===== config.mk =====
export PLATFORM = sky130hd
export DESIGN_NAME = ppc_cfg_regs
export DESIGN_NICKNAME = d
export VERILOG_FILES = /design/src/rtl/ppc_pkg.sv /design/src/rtl/ppc_cfg_regs.sv
export SDC_FILE = /design/constraint.sdc
export NUM_CORES = 1
export LEC_CHECK = 0
export BUFFER_PORTS_ARGS = -buffer_cell sky130_fd_sc_hd__buf_2
export CAP_MARGIN = 20
export CORE_ASPECT_RATIO = 0.8
export CORE_MARGIN = 8
export CORE_UTILIZATION = 44
export DETAILED_ROUTE_END_ITERATION = 7
export GPL_ROUTABILITY_DRIVEN = 0
export PLACE_DENSITY = 0.77
export SLEW_MARGIN = 20
export SYNTH_ARGS = -nofsm -noshare
export SYNTH_HDL_FRONTEND = slang
export SYNTH_SLANG_ARGS = --single-unit

===== constraint.sdc =====
create_clock -name clk -period 1.3 [get_ports clk]
set_clock_uncertainty 0.05 [all_clocks]
set_input_delay 0.195 -clock clk [delete_from_list [all_inputs] [get_ports clk]]
set_output_delay 0.195 -clock clk [all_outputs]
set_load 0.02 [all_outputs]

===== src/rtl/ppc_pkg.sv =====
// ----------------------------------------------------------------------------
// ppc_pkg
// types, constants and tables of the polar go-to-goal controller
// ----------------------------------------------------------------------------
package ppc_pkg;

  localparam int FRAC_BITS  = 12;
  localparam int GUARD_BITS = 8;
  localparam int ANG_BITS   = 30;
  localparam int FIELD_W    = 16;
  localparam int SPEED_W    = 15;
  localparam int GAIN_W     = 16;

  // cordic datapath widths: 2^23 * sqrt2 * 1.647 stays below 2^25
  localparam int XY_W   = 27;
  localparam int Z_W    = 34;
  localparam int INVK_W = 30;
  localparam int PROD_W = XY_W + INVK_W + 1;
  localparam int DIST_SHIFT = ANG_BITS + GUARD_BITS;
  localparam int DQ_W   = PROD_W - DIST_SHIFT;
  localparam int BRG_SHIFT = ANG_BITS - FRAC_BITS;
  localparam int BRG_W  = Z_W - BRG_SHIFT;
  localparam int LP_W   = SPEED_W + GAIN_W;
  localparam int AP_W   = BRG_W + GAIN_W + 1;

  localparam logic [INVK_W-1:0] INVK_Q30 = 30'd652032874;
  localparam logic signed [Z_W-1:0] PI_Q30 = 34'sd3373259426;
  localparam int DIST_MAX = 32767;

  localparam int TABLE_LEN = 20;
  localparam logic [29:0] ATAN_Q30 [TABLE_LEN] = '{
    30'd843314857, 30'd497837829, 30'd263043837, 30'd133525159, 30'd67021687,
    30'd33543516,  30'd16775851,  30'd8388437,   30'd4194283,   30'd2097149,
    30'd1048576,   30'd524288,    30'd262144,    30'd131072,    30'd65536,
    30'd32768,     30'd16384,     30'd8192,      30'd4096,      30'd2048
  };

  // apb register map
  localparam int ADDR_W = 5;
  localparam int DATA_W = 32;

  typedef enum logic [2:0] {
    REG_DIST_GAIN  = 3'd0,
    REG_HEAD_GAIN  = 3'd1,
    REG_MAX_LIN    = 3'd2,
    REG_MAX_ANG    = 3'd3,
    REG_ARRIVE_THR = 3'd4
  } reg_idx_t;

  typedef struct packed {
    logic signed [FIELD_W-1:0] offset_x;
    logic signed [FIELD_W-1:0] offset_y;
  } in_t;

  typedef struct packed {
    logic [SPEED_W-1:0]        linear_speed;
    logic signed [FIELD_W-1:0] angular_speed;
    logic                      arrived;
  } out_t;

  typedef struct packed {
    logic [GAIN_W-1:0]  distance_gain;
    logic [GAIN_W-1:0]  heading_gain;
    logic [SPEED_W-1:0] max_linear;
    logic [SPEED_W-1:0] max_angular;
    logic [SPEED_W-1:0] arrive_threshold;
  } cfg_t;

  localparam cfg_t CFG_RESET = '{
    distance_gain:    16'd2048,
    heading_gain:     16'd410,
    max_linear:       15'd1229,
    max_angular:      15'd2048,
    arrive_threshold: 15'd205
  };

  // one cordic pipeline slot
  typedef struct packed {
    logic                   vld;
    logic                   zero;
    logic signed [XY_W-1:0] x;
    logic signed [XY_W-1:0] y;
    logic signed [Z_W-1:0]  z;
  } cordic_t;

endpackage


===== src/rtl/ppc_cfg_regs.sv =====
// ----------------------------------------------------------------------------
// ppc_cfg_regs
// apb register file holding gains, limits and arrival threshold
// ----------------------------------------------------------------------------
module ppc_cfg_regs (
  input  logic                       clk,
  input  logic                       rst_n,
  input  logic                       psel,
  input  logic                       penable,
  input  logic                       pwrite,
  input  logic [ppc_pkg::ADDR_W-1:0] paddr,
  input  logic [ppc_pkg::DATA_W-1:0] pwdata,
  output logic [ppc_pkg::DATA_W-1:0] prdata,
  output logic                       pready,
  output ppc_pkg::cfg_t              cfg
);
  import ppc_pkg::*;

  cfg_t     cfg_r, cfg_nxt;
  reg_idx_t idx;
  logic     wr;

  assign idx    = reg_idx_t'(paddr[ADDR_W-1:2]);
  assign wr     = psel && penable && pwrite;
  assign pready = 1'b1;
  assign cfg    = cfg_r;

  always_comb begin
    cfg_nxt = cfg_r;
    if (wr) begin
      unique case (idx)
        REG_DIST_GAIN:  cfg_nxt.distance_gain    = pwdata[GAIN_W-1:0];
        REG_HEAD_GAIN:  cfg_nxt.heading_gain     = pwdata[GAIN_W-1:0];
        REG_MAX_LIN:    cfg_nxt.max_linear       = pwdata[SPEED_W-1:0];
        REG_MAX_ANG:    cfg_nxt.max_angular      = pwdata[SPEED_W-1:0];
        REG_ARRIVE_THR: cfg_nxt.arrive_threshold = pwdata[SPEED_W-1:0];
        default: ;
      endcase
    end
  end

  always_comb begin
    unique case (idx)
      REG_DIST_GAIN:  prdata = DATA_W'(cfg_r.distance_gain);
      REG_HEAD_GAIN:  prdata = DATA_W'(cfg_r.heading_gain);
      REG_MAX_LIN:    prdata = DATA_W'(cfg_r.max_linear);
      REG_MAX_ANG:    prdata = DATA_W'(cfg_r.max_angular);
      REG_ARRIVE_THR: prdata = DATA_W'(cfg_r.arrive_threshold);
      default:        prdata = '0;
    endcase
  end

  always_ff @(posedge clk) begin
    if (!rst_n) begin
      cfg_r <= CFG_RESET;
    end else begin
      cfg_r <= cfg_nxt;
    end
  end

endmodule


==> results.yml <==
placement:
  place_area_mm2: 0.00478
  post-place-ws_ns: -0.301
  hpwl_um: 8950
  port_buffers: 116
yosys:
  synth_area_per_cell_um2: 9.59
  seq_area_frac_synth_pct: 41.8
  ys_top_cells_by_area: "dfxtp_1, mux2i_1, nand2_1"
  yosysWarnings: 0
  synth_top_area_share_pct: 41.8
  synthAdderAreaFrac_pct: 0
  synth_edf_count: 0
  synth-simple-area-share_pct: 15.0
  ys_seq_elements: 77
  synth_top_family_by_area: "multiplexers"
  async_flop_share_pct: 0
  synth_compound_area_share_pct: 9.88
  syn_area_mm2: 0.00368
  synthXorXnorAreaFrac_pct: 0
  syn_inst: 384
  synthMuxAreaShare_pct: 24.4
  ys.flop_type: "dfxtp_1"
  synth_cell_types: 30
  yosysTopAreaCell: "dfxtp_1"
die:
  die_area_mm2: 0.0116
  die_h_um: 97.8
  ioPinCount: 152
  die_w_um: 118
  rows: 30
  start_util_pct: 44.4
  coreArea_mm2: 0.00830
worst_setup_path:
  worst_r2r_path_depth: 3
  critical_path.max_fanout: 2
  cp.required_ns: 1.05
  crit_path_start: "cfg[19]"
  cp_data_arrival_time_ns: 1.35
  crit_type: "flip-flop to output port"
  setup.worst_path.end: "prdata[4]"
  end_kind: "output port"
  start_kind: "flip-flop"
  reg2reg_to: "cfg[39]"
  crit-reg2reg-launch: "cfg[39]"
  reg2reg_slack_ns: 0.41
global_route:
  grt_pass1_wl_um: 20200
  grt_max_degree: 48
  antenna_found_initial: 0
  grt_overflow: 0
  first_global_vias: 3760
  track_usage_pct: 21.7
outcome:
  violations: "setup timing"
  outcome: "complete, but fails checks"
min_path:
  min_path_type: "input pin to flip-flop"
  hold_depth: 3
sta:
  max_clock_freq_mhz: 628
  layout_min_cycle_time_ns: 1.59
  setup_violations: 16
  hold_viol: 0
  rsz0062_at_grt: "yes"
  fin_ws_ns: -0.293
  slew_violations: 0
  min_period_over_period_pct: 123
clock_tree:
  cts_made_buffers: 9
  cts_tree: "yes"
  clock_sinks: 77
  clock_latency_ns: 0.36
  path_clk_slew_ns: 0.08
  postCtsHoldBufs: 0
  clk_path_buf_depth: 2
  clockRootBuffer: "clkbuf_8"
  h-tree-depth: 3
layout:
  multiInputGateArea_mm2: 0.00208
  diodes: 0
  fillCellCount: 662
  finish.instance_area_mm2: 0.00537
  largest_reg_flops: 77
  area_growth_pct: 45.8
  final_nets: 589
  final_layout_size_suffix_gt1_share_pct: 50.4
  postLayoutCoreUtil_pct: 64.7
  register_area_mm2: 0.00158
routing:
  vias_per_cell: 5.35
  drc: 0
  drt_iter0_markers: 183
  wl_um: 13000
  first_pass_iters: 4
  wl_per_cell_um: 19.6
  dr_total_vias: 3550
  ant_nets: 0
power:
  p_leak_nw: 2.56
  p_per_area_mw_per_mm2: 988
  irDropWorstVdd_v: 0.000672
flow_run:
  maxCapViolCount: 0
-- cells by family (layout without fill, tap and decap cells) --
logic type,after synthesis,count (layout)
muxes,88,88
other,2,17
DFF,77,77
AOI/OAI and AO/OA,51,51
buffers and inverters,54,207
and+or+nand+nor,112,112
-- stage by stage --
step	instances	TNS, ns	hold slack (ns)	power (mW)
floorplan	399	-0.197	0.307	2.84
global placement	634	-9.26	0.406	3.01
detailed placement	634	-10.30	0.414	3.03
CTS	665	-4.00	0.0571	5.30
global route	664	-4.63	0.0655	5.46
finish	664	-3.96	0.0618	5.30
-- placed cells by master, fill, tap and decap left out, types with 9 or more instances in the layout --
cell	n
buf_2	99
nand2_1	76
mux2i_1	73
buf_4	63
dfxtp_1	50
dfxtp_2	27
nor2b_1	17
conb_1	17
a22oi_2	15
buf_6	14
a22oi_1	13
o22ai_2	11
clkbuf_8	10
buf_12	9
-- synthesized netlist by cell type (2+ instances only) --
master     n
o22ai_1   14
inv_1      6
mux2i_1   74
mux2_2    14
clkbuf_1  14
dfxtp_1   77
nand2_1   76
o211ai_1   6
nor2b_1   19
buf_4     22
a22oi_1   28
conb_1     2
buf_6      3
buf_2      9
nand4b_1   5
-- how the worst min path moves through the flow --
stage / start / to / slack (ns)
floorplan: pwdata[3] / cfg[64] / 0.31
global placement: cfg[56] / cfg[56] / 0.41
detailed placement: cfg[59] / cfg[59] / 0.41
CTS: pwdata[15] / cfg[60] / 0.06
global route: pwdata[0] / cfg[0] / 0.07
finish: pwdata[15] / cfg[60] / 0.06
-- power breakdown --
part           leakage (nW)  switching (mW)  internal [mW]
clock                 0.119           0.929           1.32
sequential            0.627          0.0153           2.38
combinational          1.82           0.397          0.263
total                  2.56            1.34           3.96
-- final cells by class --
| type | instances | area share [%] |
|---|---|---|
| multi-input combinational | 268 | 38.7 |
| clock inverter | 6 | 2.05 |
| timing repair buffer | 185 | 24.3 |
| inverter | 6 | 0.419 |
| tap | 112 | 2.61 |
| sequential | 77 | 29.3 |
| clock buffer | 10 | 2.56 |
-- per-layer routing --
layer  GRT usage (%)  share of wire [%]  up-vias
met5               0                  0        -
met4            8.15                1.8        0
met2            34.9                 47      164
met3            7.61                8.4       19
met1            26.0                 43     1730
li1                -                  -     1637
-- critical path, stage by stage (launching register included) --
cell and delay [ns]:
dfxtp_2 0.33, mux2_2 0.26, a22oi_2 0.15, o22ai_2 0.11, buf_6 0.15
-- timing repair --
item	4_1_cts	5_1_grt
cloned	1	0
setup endpoints to repair	16	16
endpoints found under the hold margin	0	0
pin swaps	10	7
resized for setup	72	11
setup buffers	14	0
Note: power is estimated with default switching activity, not from simulation.
