## src/rtl/ppc_pkg.sv

```systemverilog
// ----------------------------------------------------------------------------
// ppc_pkg
// types, constants and tables of the polar go-to-goal controller
// ----------------------------------------------------------------------------
package ppc_pkg;

  localparam int FRAC_BITS  = 12;
  localparam int GUARD_BITS = 8;
  localparam int ANG_BITS   = 30;
  localparam int FIELD_W    = 16;
  localparam int SPEED_W    = 15;
  localparam int GAIN_W     = 16;

  // cordic datapath widths: 2^23 * sqrt2 * 1.647 stays below 2^25
  localparam int XY_W   = 27;
  localparam int Z_W    = 34;
  localparam int INVK_W = 30;
  localparam int PROD_W = XY_W + INVK_W + 1;
  localparam int DIST_SHIFT = ANG_BITS + GUARD_BITS;
  localparam int DQ_W   = PROD_W - DIST_SHIFT;
  localparam int BRG_SHIFT = ANG_BITS - FRAC_BITS;
  localparam int BRG_W  = Z_W - BRG_SHIFT;
  localparam int LP_W   = SPEED_W + GAIN_W;
  localparam int AP_W   = BRG_W + GAIN_W + 1;

  localparam logic [INVK_W-1:0] INVK_Q30 = 30'd652032874;
  localparam logic signed [Z_W-1:0] PI_Q30 = 34'sd3373259426;
  localparam int DIST_MAX = 32767;

  localparam int TABLE_LEN = 20;
  localparam logic [29:0] ATAN_Q30 [TABLE_LEN] = '{
    30'd843314857, 30'd497837829, 30'd263043837, 30'd133525159, 30'd67021687,
    30'd33543516,  30'd16775851,  30'd8388437,   30'd4194283,   30'd2097149,
    30'd1048576,   30'd524288,    30'd262144,    30'd131072,    30'd65536,
    30'd32768,     30'd16384,     30'd8192,      30'd4096,      30'd2048
  };

  // apb register map
  localparam int ADDR_W = 5;
  localparam int DATA_W = 32;

  typedef enum logic [2:0] {
    REG_DIST_GAIN  = 3'd0,
    REG_HEAD_GAIN  = 3'd1,
    REG_MAX_LIN    = 3'd2,
    REG_MAX_ANG    = 3'd3,
    REG_ARRIVE_THR = 3'd4
  } reg_idx_t;

  typedef struct packed {
    logic signed [FIELD_W-1:0] offset_x;
    logic signed [FIELD_W-1:0] offset_y;
  } in_t;

  typedef struct packed {
    logic [SPEED_W-1:0]        linear_speed;
    logic signed [FIELD_W-1:0] angular_speed;
    logic                      arrived;
  } out_t;

  typedef struct packed {
    logic [GAIN_W-1:0]  distance_gain;
    logic [GAIN_W-1:0]  heading_gain;
    logic [SPEED_W-1:0] max_linear;
    logic [SPEED_W-1:0] max_angular;
    logic [SPEED_W-1:0] arrive_threshold;
  } cfg_t;

  localparam cfg_t CFG_RESET = '{
    distance_gain:    16'd2048,
    heading_gain:     16'd410,
    max_linear:       15'd1229,
    max_angular:      15'd2048,
    arrive_threshold: 15'd205
  };

  // one cordic pipeline slot
  typedef struct packed {
    logic                   vld;
    logic                   zero;
    logic signed [XY_W-1:0] x;
    logic signed [XY_W-1:0] y;
    logic signed [Z_W-1:0]  z;
  } cordic_t;

endpackage

```

## src/rtl/ppc_cordic_stage.sv

```systemverilog
// ----------------------------------------------------------------------------
// ppc_cordic_stage
// one registered vectoring iteration: drives y towards zero
// ----------------------------------------------------------------------------
module ppc_cordic_stage #(
  parameter int STEP = 0
) (
  input  logic             clk,
  input  logic             rst_n,
  input  ppc_pkg::cordic_t s_in,
  output ppc_pkg::cordic_t s_out
);
  import ppc_pkg::*;

  localparam logic signed [Z_W-1:0] ANG =
    signed'({{(Z_W-30){1'b0}}, ATAN_Q30[STEP % TABLE_LEN]});

  logic                   vld_r;
  logic                   zero_r;
  logic signed [XY_W-1:0] x_in, y_in, xs, ys, x_nxt, y_nxt, x_r, y_r;
  logic signed [Z_W-1:0]  z_in, z_nxt, z_r;

  always_comb begin
    x_in = s_in.x;
    y_in = s_in.y;
    z_in = s_in.z;
    xs   = x_in >>> STEP;
    ys   = y_in >>> STEP;
    if (y_in > 0) begin
      x_nxt = x_in + ys;
      y_nxt = y_in - xs;
      z_nxt = z_in + ANG;
    end else begin
      x_nxt = x_in - ys;
      y_nxt = y_in + xs;
      z_nxt = z_in - ANG;
    end
  end

  always_ff @(posedge clk) begin
    if (!rst_n) begin
      vld_r <= 1'b0;
    end else begin
      vld_r <= s_in.vld;
    end
  end

  always_ff @(posedge clk) begin
    zero_r <= s_in.zero;
    x_r    <= x_nxt;
    y_r    <= y_nxt;
    z_r    <= z_nxt;
  end

  assign s_out = '{vld: vld_r, zero: zero_r, x: x_r, y: y_r, z: z_r};

endmodule

```

## config.mk

```make
export PLATFORM = sky130hd
export DESIGN_NAME = ppc_cordic_stage
export DESIGN_NICKNAME = d
export VERILOG_FILES = /design/src/rtl/ppc_pkg.sv /design/src/rtl/ppc_cordic_stage.sv
export SDC_FILE = /design/constraint.sdc
export NUM_CORES = 1
export LEC_CHECK = 0
export ABC_CLOCK_PERIOD_IN_PS = 4100
export BUFFER_PORTS_ARGS = -buffer_cell sky130_fd_sc_hd__buf_4
export CORE_MARGIN = 3
export CORE_UTILIZATION = 52
export CTS_BUF_LIST = sky130_fd_sc_hd__clkbuf_2
export CTS_CLUSTER_SIZE = 10
export DETAILED_ROUTE_END_ITERATION = 16
export MAX_ROUTING_LAYER = met4
export PLACE_DENSITY = 0.8
export SYNTH_ARGS = -nofsm -noshare
export SYNTH_HDL_FRONTEND = slang
export SYNTH_SLANG_ARGS = --single-unit
export TNS_END_PERCENT = 50
```

## constraint.sdc

```tcl
create_clock -name clk -period 4.1 [get_ports clk]
set_clock_uncertainty 0.1 [all_clocks]
set_input_delay 0.205 -clock clk [delete_from_list [all_inputs] [get_ports clk]]
set_output_delay 0.205 -clock clk [all_outputs]
set_load 0.005 [all_outputs]
```

==> flow_metrics.py <==
metrics = {
    "layout": {
        "syn_to_final_growth_pct": 26.2,
        "nNetsFinal": 1444,
        "final_common_cell": "buf_4",
        "seq_area_sq_mm": 0.00178,
        "fillers": 1275,
        "multi_input_area_sq_mm": 0.00573,
        "final_cell_mix": "buf_4 (187), a21oi_1 (118), ha_1 (110)",
        "drive_above_1_share_pct": 18.0,
        "postLayoutCellArea_sq_mm": 0.0102,
    },
    "sta": {
        "grt_setup_unrepaired": "no",
        "fin_crit_sh_pct": 91.5,
        "fin_tns_setup_ps": 0,
        "relSlewSlack_pct": 24.5,
        "period_needed_ps": 3750,
        "finalHoldViolations": 0,
        "drv_slew": 0,
        "setup_viol": 0,
        "max_freq_ghz": 0.267,
        "worstMarginPinSlew_ps": 1120,
    },
    "pwr": {
        "p_sw_share_pct": 38.6,
        "p_leak_nw": 4.81,
        "pwr-share-clk_pct": 13.9,
        "pwr-share-seq_pct": 36.9,
        "power_density_mw_per_mm2": 302,
        "p_comb_share_pct": 49.1,
        "switchingPower_mw": 1.19,
        "internal_power_mw": 1.89,
        "finalPower_mw": 3.07,
        "ir_worst_vdd_mv": 0.183,
    },
    "floorplanning": {
        "die_area_sq_mm": 0.0171,
        "row_count": 44,
        "coreArea_sq_mm": 0.0149,
        "start_util_pct": 54.3,
        "fp.dieH_um": 131,
        "die_w_um": 131,
        "ios": 182,
    },
    "outcome": {
        "outcome": "finished clean",
    },
    "clock_network": {
        "numCtsBuffers": 9,
        "cts_tree": "done",
        "cts_root_buf": "clkbuf_2",
        "clk_pin_slew_ps": 260,
        "clock_path_buffers": 2,
        "numClockSinks": 89,
        "ctsHtreeMaxLevel": 3,
        "ctsResizeCount": 0,
        "post-cts-setup-buffers": 0,
    },
    "detailed_routing": {
        "post-route-drc-count": 0,
        "postRouteAntennaNets": 0,
        "vias": 8358,
        "drt-initial-drc-count": 835,
        "via_per_inst": 5.85,
        "first_pass_iters": 5,
        "wirelength_um": 25800,
        "post_drt_wl_per_cell_um": 18.1,
    },
    "synth": {
        "synth_seq_cells": 89,
        "syn_area_sq_mm": 0.00807,
        "ys_seq_area_share_pct": 22.1,
        "ys.flop_type": "dfxtp_1",
        "syn_area_per_cell_sq_um": 7.87,
        "synth_nets": 1232,
        "synth-edff-count": 0,
        "ys_warn_count": 0,
        "synth_top_area_share_pct": 22.1,
        "async_flop_share_pct": 0,
        "netlist_instances": 1026,
        "yosys.area.top_type": "dfxtp_1",
        "synth.top_cells.by_area": "dfxtp_1 (22%), ha_1 (17%), a21oi_1 (7.3%)",
        "post_synth_num_cell_types": 76,
    },
    "placed_design": {
        "dp_hpwl_um": 20100,
        "io_buffers": 181,
        "place_congestion": 0.948,
        "place_area_sq_mm": 0.00949,
    },
    "global_routing": {
        "grt_max_degree": 40,
        "antenna_found_initial": 1,
        "overflow": 0,
        "grtUsageTotal_pct": 30.5,
        "grt_pass1_wl_um": 40200,
        "first_global_vias": 7876,
    },
    "setup_path": {
        "cp_max_fo": 17,
        "crit_chain": "buf_4, nor4_1, nand4_1, nor2_1, or2_2, inv_2, ha_1, nand2_1, o21ai_1, or3_1, o21ai_1, o21ai_1, a211o_1, a221oi_2, xnor2_1, dlygate4sd3_1",
        "path_buf_inv": 3,
        "startpoint_type": "primary input",
        "crit_family": "simple AND/OR/NAND/NOR gates",
        "max_stage_delay_ps": 550,
        "critPathArrivalTime_ps": 4240,
        "cp.required_ps": 4580,
        "endpoint_kind": "flip-flop",
        "worstSetupPathType": "in -> reg",
        "crit_slowest_cell": "dlygate4sd3_1",
        "critPathMostFrequentCell": "o21ai_1",
    },
    "min_path": {
        "min_path_type": "in -> reg",
    },
    "run": {
        "drv_cap": 0,
    },
}
==> flip-flops by register name, summed over array words and instances, names as in the netlist <==
signal  count
z_r        34
x_r        26
zero_r      1
y_r        27
vld_r       1
==> worst min-delay path, stage by stage <==
cell and delay (ps):
buf_4 130, inv_1 140, fa_1 210, mux2i_1 70
==> synth_stat cells, types with 11 or more instances <==
master,number
nor2_1,72
xnor2_1,64
xor2_1,16
clkbuf_1,23
inv_1,88
nand2_1,66
buf_2,11
dfxtp_1,89
a21oi_1,118
a211oi_1,14
o21ai_0,56
nor3_1,17
o21bai_1,14
ha_1,110
nor2b_1,12
a21o_1,33
nor4_1,11
nand3_1,25
==> power by group through the flow <==
stage	combinational (mW)	sequential [mW]	clock, mW
after floorplan	0.780	1.16	0
after global placement	1.41	1.15	0
after detailed placement	1.41	1.15	0
after CTS	1.49	1.13	0.443
after global routing	1.65	1.15	0.472
final	1.51	1.13	0.429
==> final cells by class <==
class,instances,share of cell area (%)
multi-input combinational,801,56.3
timing repair buffer,246,19.6
sequential,89,17.5
inverter,91,3.38
tap,184,2.26
clock inverter,7,0.528
clock buffer,9,0.442
antenna,2,0.0491
==> per-layer routing <==
metal | routed length, um | up-vias | GRT usage, %
li1 | - | 4067 | -
met1 | 11500 | 3874 | 40.6
met2 | 11700 | 379 | 47.7
met3 | 2120 | 38 | 6.38
met4 | 528 | 0 | 7.62
met5 | 0 | - | -
==> cells by family (layout without fill, tap and decap cells) <==
logic type      count (synthesis)  after routing  share of synthesized area [%]
compound gates                338            338                           27.5
xor+xnor                       80             80                           8.68
fa+ha+maj                     114            114                           18.0
buf+inv                       136            353                           6.91
flops                          89             89                           22.1
mux                            10             10                           1.24
other cells                     0              2                              0
simple gates                  259            259                           15.5
==> what timing repair did <==
action                     CTS  global route
setup endpoints to repair    0             0
hold buffers                59             0
hold endpoints to repair    49             0
==> through the flow <==
stage / hold slack [ps] / cells / worst slack (ps) / util (%)
global placement: 210 / 1352 / 367 / 63.8
detailed placement: 212 / 1352 / 197 / 63.8
global route: 38.0 / 1428 / 71.8 / 68.5
finish: 48.1 / 1429 / 348 / 68.5
floorplan: 133 / 1026 / 16.9 / -
CTS: 5.30 / 1427 / 376 / 68.5
==> worst paths after layout <==
kind  slack [ps]  endpoint     start  cells after the start
max          350   z_r[33]  s_in[36]                     16
min           50    y_r[1]  s_in[35]                      4
Note: power is estimated with default switching activity, not from simulation.
