--- config.mk ---
export PLATFORM = sky130hd
export DESIGN_NAME = ppc_scale
export DESIGN_NICKNAME = d
export VERILOG_FILES = /design/src/rtl/ppc_pkg.sv /design/src/rtl/ppc_scale.sv
export SDC_FILE = /design/constraint.sdc
export NUM_CORES = 2
export LEC_CHECK = 0
export BUFFER_PORTS_ARGS = -buffer_cell sky130_fd_sc_hd__buf_2
export CORE_MARGIN = 4
export CORE_UTILIZATION = 55
export CTS_CLUSTER_DIAMETER = 100
export DETAILED_ROUTE_END_ITERATION = 8
export GPL_ROUTABILITY_DRIVEN = 0
export PLACE_DENSITY = 0.73
export SLEW_MARGIN = 20
export SYNTH_ARGS = -nofsm -noshare
export SYNTH_HDL_FRONTEND = slang
export SYNTH_SLANG_ARGS = --single-unit
--- constraint.sdc ---
create_clock -name clk -period 21.7 [get_ports clk]
set_input_delay 6.51 -clock clk [delete_from_list [all_inputs] [get_ports clk]]
set_output_delay 6.51 -clock clk [all_outputs]
set_load 0.1 [all_outputs]
--- src/rtl/ppc_pkg.sv ---
// ----------------------------------------------------------------------------
// ppc_pkg
// types, constants and tables of the polar go-to-goal controller
// ----------------------------------------------------------------------------
package ppc_pkg;

  localparam int FRAC_BITS  = 12;
  localparam int GUARD_BITS = 8;
  localparam int ANG_BITS   = 30;
  localparam int FIELD_W    = 16;
  localparam int SPEED_W    = 15;
  localparam int GAIN_W     = 16;

  // cordic datapath widths: 2^23 * sqrt2 * 1.647 stays below 2^25
  localparam int XY_W   = 27;
  localparam int Z_W    = 34;
  localparam int INVK_W = 30;
  localparam int PROD_W = XY_W + INVK_W + 1;
  localparam int DIST_SHIFT = ANG_BITS + GUARD_BITS;
  localparam int DQ_W   = PROD_W - DIST_SHIFT;
  localparam int BRG_SHIFT = ANG_BITS - FRAC_BITS;
  localparam int BRG_W  = Z_W - BRG_SHIFT;
  localparam int LP_W   = SPEED_W + GAIN_W;
  localparam int AP_W   = BRG_W + GAIN_W + 1;

  localparam logic [INVK_W-1:0] INVK_Q30 = 30'd652032874;
  localparam logic signed [Z_W-1:0] PI_Q30 = 34'sd3373259426;
  localparam int DIST_MAX = 32767;

  localparam int TABLE_LEN = 20;
  localparam logic [29:0] ATAN_Q30 [TABLE_LEN] = '{
    30'd843314857, 30'd497837829, 30'd263043837, 30'd133525159, 30'd67021687,
    30'd33543516,  30'd16775851,  30'd8388437,   30'd4194283,   30'd2097149,
    30'd1048576,   30'd524288,    30'd262144,    30'd131072,    30'd65536,
    30'd32768,     30'd16384,     30'd8192,      30'd4096,      30'd2048
  };

  // apb register map
  localparam int ADDR_W = 5;
  localparam int DATA_W = 32;

  typedef enum logic [2:0] {
    REG_DIST_GAIN  = 3'd0,
    REG_HEAD_GAIN  = 3'd1,
    REG_MAX_LIN    = 3'd2,
    REG_MAX_ANG    = 3'd3,
    REG_ARRIVE_THR = 3'd4
  } reg_idx_t;

  typedef struct packed {
    logic signed [FIELD_W-1:0] offset_x;
    logic signed [FIELD_W-1:0] offset_y;
  } in_t;

  typedef struct packed {
    logic [SPEED_W-1:0]        linear_speed;
    logic signed [FIELD_W-1:0] angular_speed;
    logic                      arrived;
  } out_t;

  typedef struct packed {
    logic [GAIN_W-1:0]  distance_gain;
    logic [GAIN_W-1:0]  heading_gain;
    logic [SPEED_W-1:0] max_linear;
    logic [SPEED_W-1:0] max_angular;
    logic [SPEED_W-1:0] arrive_threshold;
  } cfg_t;

  localparam cfg_t CFG_RESET = '{
    distance_gain:    16'd2048,
    heading_gain:     16'd410,
    max_linear:       15'd1229,
    max_angular:      15'd2048,
    arrive_threshold: 15'd205
  };

  // one cordic pipeline slot
  typedef struct packed {
    logic                   vld;
    logic                   zero;
    logic signed [XY_W-1:0] x;
    logic signed [XY_W-1:0] y;
    logic signed [Z_W-1:0]  z;
  } cordic_t;

endpackage

--- src/rtl/ppc_scale.sv ---
// ----------------------------------------------------------------------------
// ppc_scale
// gain compensation, rounding, speed gains, limits and arrival check
// ----------------------------------------------------------------------------
module ppc_scale (
  input  logic             clk,
  input  logic             rst_n,
  input  ppc_pkg::cordic_t s_in,
  input  ppc_pkg::cfg_t    cfg,
  output logic             out_valid,
  output ppc_pkg::out_t    out_data
);
  import ppc_pkg::*;

  localparam int LQ_W = LP_W + 1 - FRAC_BITS;
  localparam int AQ_W = AP_W + 1 - FRAC_BITS;
  localparam logic signed [PROD_W-1:0] DIST_HALF = PROD_W'(1) <<< (DIST_SHIFT - 1);
  localparam logic signed [Z_W-1:0]    BRG_HALF  = Z_W'(1) <<< (BRG_SHIFT - 1);
  localparam logic [LP_W:0]            LIN_HALF  = (LP_W + 1)'(1) << (FRAC_BITS - 1);
  localparam logic signed [AP_W:0]     ANG_HALF  = (AP_W + 1)'(1) <<< (FRAC_BITS - 1);

  // stage 1: compensation product, bearing rounding
  logic                     v1_r, zero1_r;
  logic signed [PROD_W-1:0] prod_r;
  logic signed [BRG_W-1:0]  brg1_r;
  logic signed [Z_W-1:0]    zsum;
  logic signed [XY_W-1:0]   x_in;

  // stage 2: distance
  logic                     v2_r;
  logic [SPEED_W-1:0]       dist2_r, dist_nxt;
  logic signed [BRG_W-1:0]  brg2_r;
  logic signed [PROD_W-1:0] dsum;
  logic signed [DQ_W-1:0]   dq;

  // stage 3: gain products
  logic                     v3_r;
  logic [SPEED_W-1:0]       dist3_r;
  logic [LP_W-1:0]          lin_prod_r;
  logic signed [AP_W-1:0]   ang_prod_r;

  // stage 4: output register
  logic                     out_valid_r;
  out_t                     out_r, out_nxt;
  logic [LP_W:0]            lsum;
  logic [LQ_W-1:0]          lin_q, lin_cap;
  logic signed [AP_W:0]     asum;
  logic signed [AQ_W-1:0]   ang_q, lim, ang_cl;
  logic                     arrived;

  always_comb begin
    x_in = s_in.x;
    zsum = s_in.z + BRG_HALF;
  end

  always_comb begin
    dsum = prod_r + DIST_HALF;
    dq   = dsum[PROD_W-1:DIST_SHIFT];
    if (zero1_r || dq[DQ_W-1]) begin
      dist_nxt = '0;
    end else if (dq > DQ_W'(DIST_MAX)) begin
      dist_nxt = SPEED_W'(DIST_MAX);
    end else begin
      dist_nxt = dq[SPEED_W-1:0];
    end
  end

  always_comb begin
    lsum    = {1'b0, lin_prod_r} + LIN_HALF;
    lin_q   = lsum[LP_W:FRAC_BITS];
    lin_cap = (lin_q > LQ_W'(cfg.max_linear)) ? LQ_W'(cfg.max_linear) : lin_q;
    asum    = {ang_prod_r[AP_W-1], ang_prod_r} + ANG_HALF;
    ang_q   = asum[AP_W:FRAC_BITS];
    lim     = signed'(AQ_W'(cfg.max_angular));
    if (ang_q > lim) begin
      ang_cl = lim;
    end else if (ang_q < -lim) begin
      ang_cl = -lim;
    end else begin
      ang_cl = ang_q;
    end
    arrived = dist3_r < cfg.arrive_threshold;
    out_nxt.arrived       = arrived;
    out_nxt.linear_speed  = arrived ? '0 : lin_cap[SPEED_W-1:0];
    out_nxt.angular_speed = arrived ? '0 : ang_cl[FIELD_W-1:0];
  end

  always_ff @(posedge clk) begin
    if (!rst_n) begin
      v1_r        <= 1'b0;
      v2_r        <= 1'b0;
      v3_r        <= 1'b0;
      out_valid_r <= 1'b0;
    end else begin
      v1_r        <= s_in.vld;
      v2_r        <= v1_r;
      v3_r        <= v2_r;
      out_valid_r <= v3_r;
    end
  end

  always_ff @(posedge clk) begin
    zero1_r    <= s_in.zero;
    prod_r     <= x_in * signed'({1'b0, INVK_Q30});
    brg1_r     <= zsum[Z_W-1:BRG_SHIFT];
    dist2_r    <= dist_nxt;
    brg2_r     <= zero1_r ? '0 : brg1_r;
    dist3_r    <= dist2_r;
    lin_prod_r <= dist2_r * cfg.distance_gain;
    ang_prod_r <= brg2_r * signed'({1'b0, cfg.heading_gain});
    out_r      <= out_nxt;
  end

  assign out_valid = out_valid_r;
  assign out_data  = out_r;

endmodule

==> results.json <==
{
  "die-area_sq_um": 70000,
  "r2r_slack_ps": 14660,
  "setup_viol": 0,
  "drive_gt1_frac": 0.0543,
  "area_delta_synth_final_pct": 5.89,
  "async_flop_share": 0,
  "hold_buffers": 0,
  "die_h_um": 265,
  "synth-seq-cells": 162,
  "rsz0062_at_grt": "no",
  "antenna_found_initial": 3,
  "r2r_start": "dist2_r[3]",
  "synth_cell_types": 67,
  "worst_path_largest_cell_delay_ps": 560,
  "ys_seq_area_frac": 0.0895,
  "grt_max_degree": 30,
  "finalCriticalPeriod_ps": 12700,
  "synth_edf_count": 0,
  "grt_pass1_vias": 27300,
  "fillers": 5484,
  "cts_setup_buffers": 0,
  "cpMostUsedCell": "fa_1",
  "drt_iter0_markers": 1316,
  "hpwl_um": 69900,
  "initial_core_util": 0.559,
  "crit_family": "adder cells",
  "period_share": 0.585,
  "hold_depth": 1,
  "arrival_ps": 13050,
  "clock-sinks": 162,
  "finClkSkew_ps": 24.0,
  "core_sq_um": 64800,
  "r2r_cells": 20,
  "syn-cell-area_sq_um": 36200,
  "clk_pin_slew_ps": 90,
  "slew_headroom": 0.216,
  "wl_per_cell_um": 17.5,
  "grt_pass1_wl_um": 138000,
  "setup.worst_path.start_class": "input port",
  "syn_avg_cell_area_sq_um": 9.45,
  "dr_total_vias": 25600,
  "worstPathMaxFanout": 8,
  "cts_buffers": 17,
  "crit_chain": "buf_2 > inv_1 > ha_1 > inv_1 > fa_1 > fa_1 > fa_1 > fa_1 > inv_1 > fa_1 > fa_1 > inv_1 > ha_1 > nand2_1 > o21ai_0 > a211oi_1 > o31a_1 > o31a_1 > o21ai_1 > nand4_1 > a211o_1 > o311ai_1",
  "drtPass1Iterations": 5,
  "ys_warn_count": 0,
  "port_buffers": 157,
  "status": "complete, no violations",
  "max-clock-path-buffers": 2,
  "r2r_end": "lin_prod_r[30]",
  "overflow": 0,
  "syn-num-nets": 5271,
  "cts_max_level": 4,
  "final_util": 0.592,
  "cp_num_buf_inv": 5,
  "multi_input_area_sq_um": 29200,
  "vias_per_cell": 5.35,
  "detail-route-antenna-nets": 0,
  "holdWs_ps": 420,
  "worst_pin_slew_ps": 1160,
  "root_buffer": "clkbuf_16",
  "cp_slowest_cell": "fa_1",
  "drv_cap": 0,
  "dieWidth_um": 265,
  "min_path_type": "flip-flop to flip-flop",
  "setup_tns_ps": 0,
  "synthFlopType": "dfxtp_1",
  "drc_errors": 0,
  "fmaxAchievable_mhz": 78.7,
  "rows": 93,
  "clkLatencyLatePin_ps": 460,
  "cts_tree": "done",
  "path_class": "input port to flip-flop",
  "ios": 202,
  "track_usage": 0.246,
  "layout.area.seq_sq_um": 3240,
  "end_kind": "flip-flop",
  "ctsResizeCount": 0,
  "hp-start": "brg1_r[6]",
  "final_net_count": 5365,
  "finalWirelength_um": 84000,
  "hold_path_end": "brg2_r[6]",
  "crit_required_ps": 22050,
  "syn_inst": 3833,
  "hold_viol": 0,
  "drv_slew": 0
}
cell families (layout without fill, tap and decap cells):
kind of cell | after synthesis | after routing | share of synthesized area
xor+xnor | 136 | 136 | 0.0329
mux | 1 | 1 | 0.000276
other cells | 0 | 2 | 0
compound gates | 330 | 330 | 0.0591
flops | 162 | 162 | 0.0895
buf+inv | 1017 | 1124 | 0.106
fa+ha+maj | 1269 | 1269 | 0.585
simple gates | 918 | 918 | 0.128
metal layers:
layer,part of all wire,vias to the layer above,track usage,routed length (um)
li1,-,12000,-,-
met1,0.42,12600,0.324,35100
met2,0.47,896,0.411,39700
met3,0.077,163,0.0518,6490
met4,0.032,2,0.0798,2710
met5,0.00015,-,0,13
worst max path at each step:
stage / cells past startpoint / from / endpoint
floorplan: 23 / s_in[76] / prod_r[52]
global placement: 22 / s_in[76] / prod_r[56]
detailed placement: 22 / s_in[77] / prod_r[56]
CTS: 22 / s_in[77] / prod_r[56]
global route: 22 / s_in[77] / prod_r[56]
finish: 22 / s_in[77] / prod_r[56]
registers in the layout, indices dropped and copies added (netlist names), 15 cells and up:
name        flops
dist2_r        15
brg2_r         16
lin_prod_r     20
prod_r         21
dist3_r        15
brg1_r         16
ang_prod_r     22
out_data       32
synthesized netlist by cell type (all sizes together) (5+ instances only):
| cell | count | share of area |
|---|---|---|
| inv | 933 | 0.097 |
| fa | 708 | 0.39 |
| ha | 561 | 0.19 |
| nand2 | 352 | 0.036 |
| and2 | 208 | 0.036 |
| dfxtp | 162 | 0.090 |
| a21oi | 113 | 0.016 |
| nor2 | 97 | 0.010 |
| xnor2 | 96 | 0.023 |
| clkbuf | 76 | 0.0079 |
| a21o | 60 | 0.012 |
| nand3 | 49 | 0.0070 |
| nor3 | 48 | 0.0068 |
| o21ai | 46 | 0.0064 |
| nand4 | 44 | 0.0082 |
| xor2 | 40 | 0.0097 |
| nor2b | 32 | 0.0055 |
| and3 | 24 | 0.0041 |
| nand2b | 22 | 0.0038 |
| a211oi | 21 | 0.0046 |
| o21a | 21 | 0.0044 |
| or3 | 11 | 0.0022 |
| a31oi | 10 | 0.0017 |
| o211ai | 10 | 0.0021 |
| and4 | 9 | 0.0022 |
| buf | 8 | 0.0011 |
| nor3b | 6 | 0.0016 |
| o22ai | 6 | 0.0010 |
| a211o | 5 | 0.0012 |
| nor4 | 5 | 0.0012 |
| or2 | 5 | 0.00086 |
cell type report:
class | count | share of cell area
Antenna cell | 2 | 0.000130
Clock buffer | 20 | 0.0119
Clock inverter | 12 | 0.00316
Inverter | 933 | 0.0913
Multi-Input combinational cell | 2654 | 0.760
Sequential cell | 162 | 0.0846
Tap cell | 855 | 0.0279
Timing Repair Buffer | 159 | 0.0209
layout by cell type (no fill, tap or decap), types with 32 or more instances in the layout:
cell type and instances:
fa_1 708, o21ai_0 45, a21o_1 60, ha_1 561
xnor2_1 96, nand2_1 352, xor2_1 40, inv_1 933
nor2_1 94, dfxtp_1 162, a21oi_1 113, nor3_1 47
nand4_1 42, nand3_1 47, nor2b_1 32, buf_2 157
and2_1 208
through the flow:
step                      instances  setup WS, ps  cell area, sq um
final                          4797          9000             38400
after global routing           4797          8650             38400
after global placement         4762          8610             37800
after CTS                      4794          9030             38300
after floorplan                3833          9480             36200
after detailed placement       4762          8540             37800
Power is left out: the tool's default activity adds up to more than one toggle a clock period on the data nets, which glitch-free logic cannot reach.
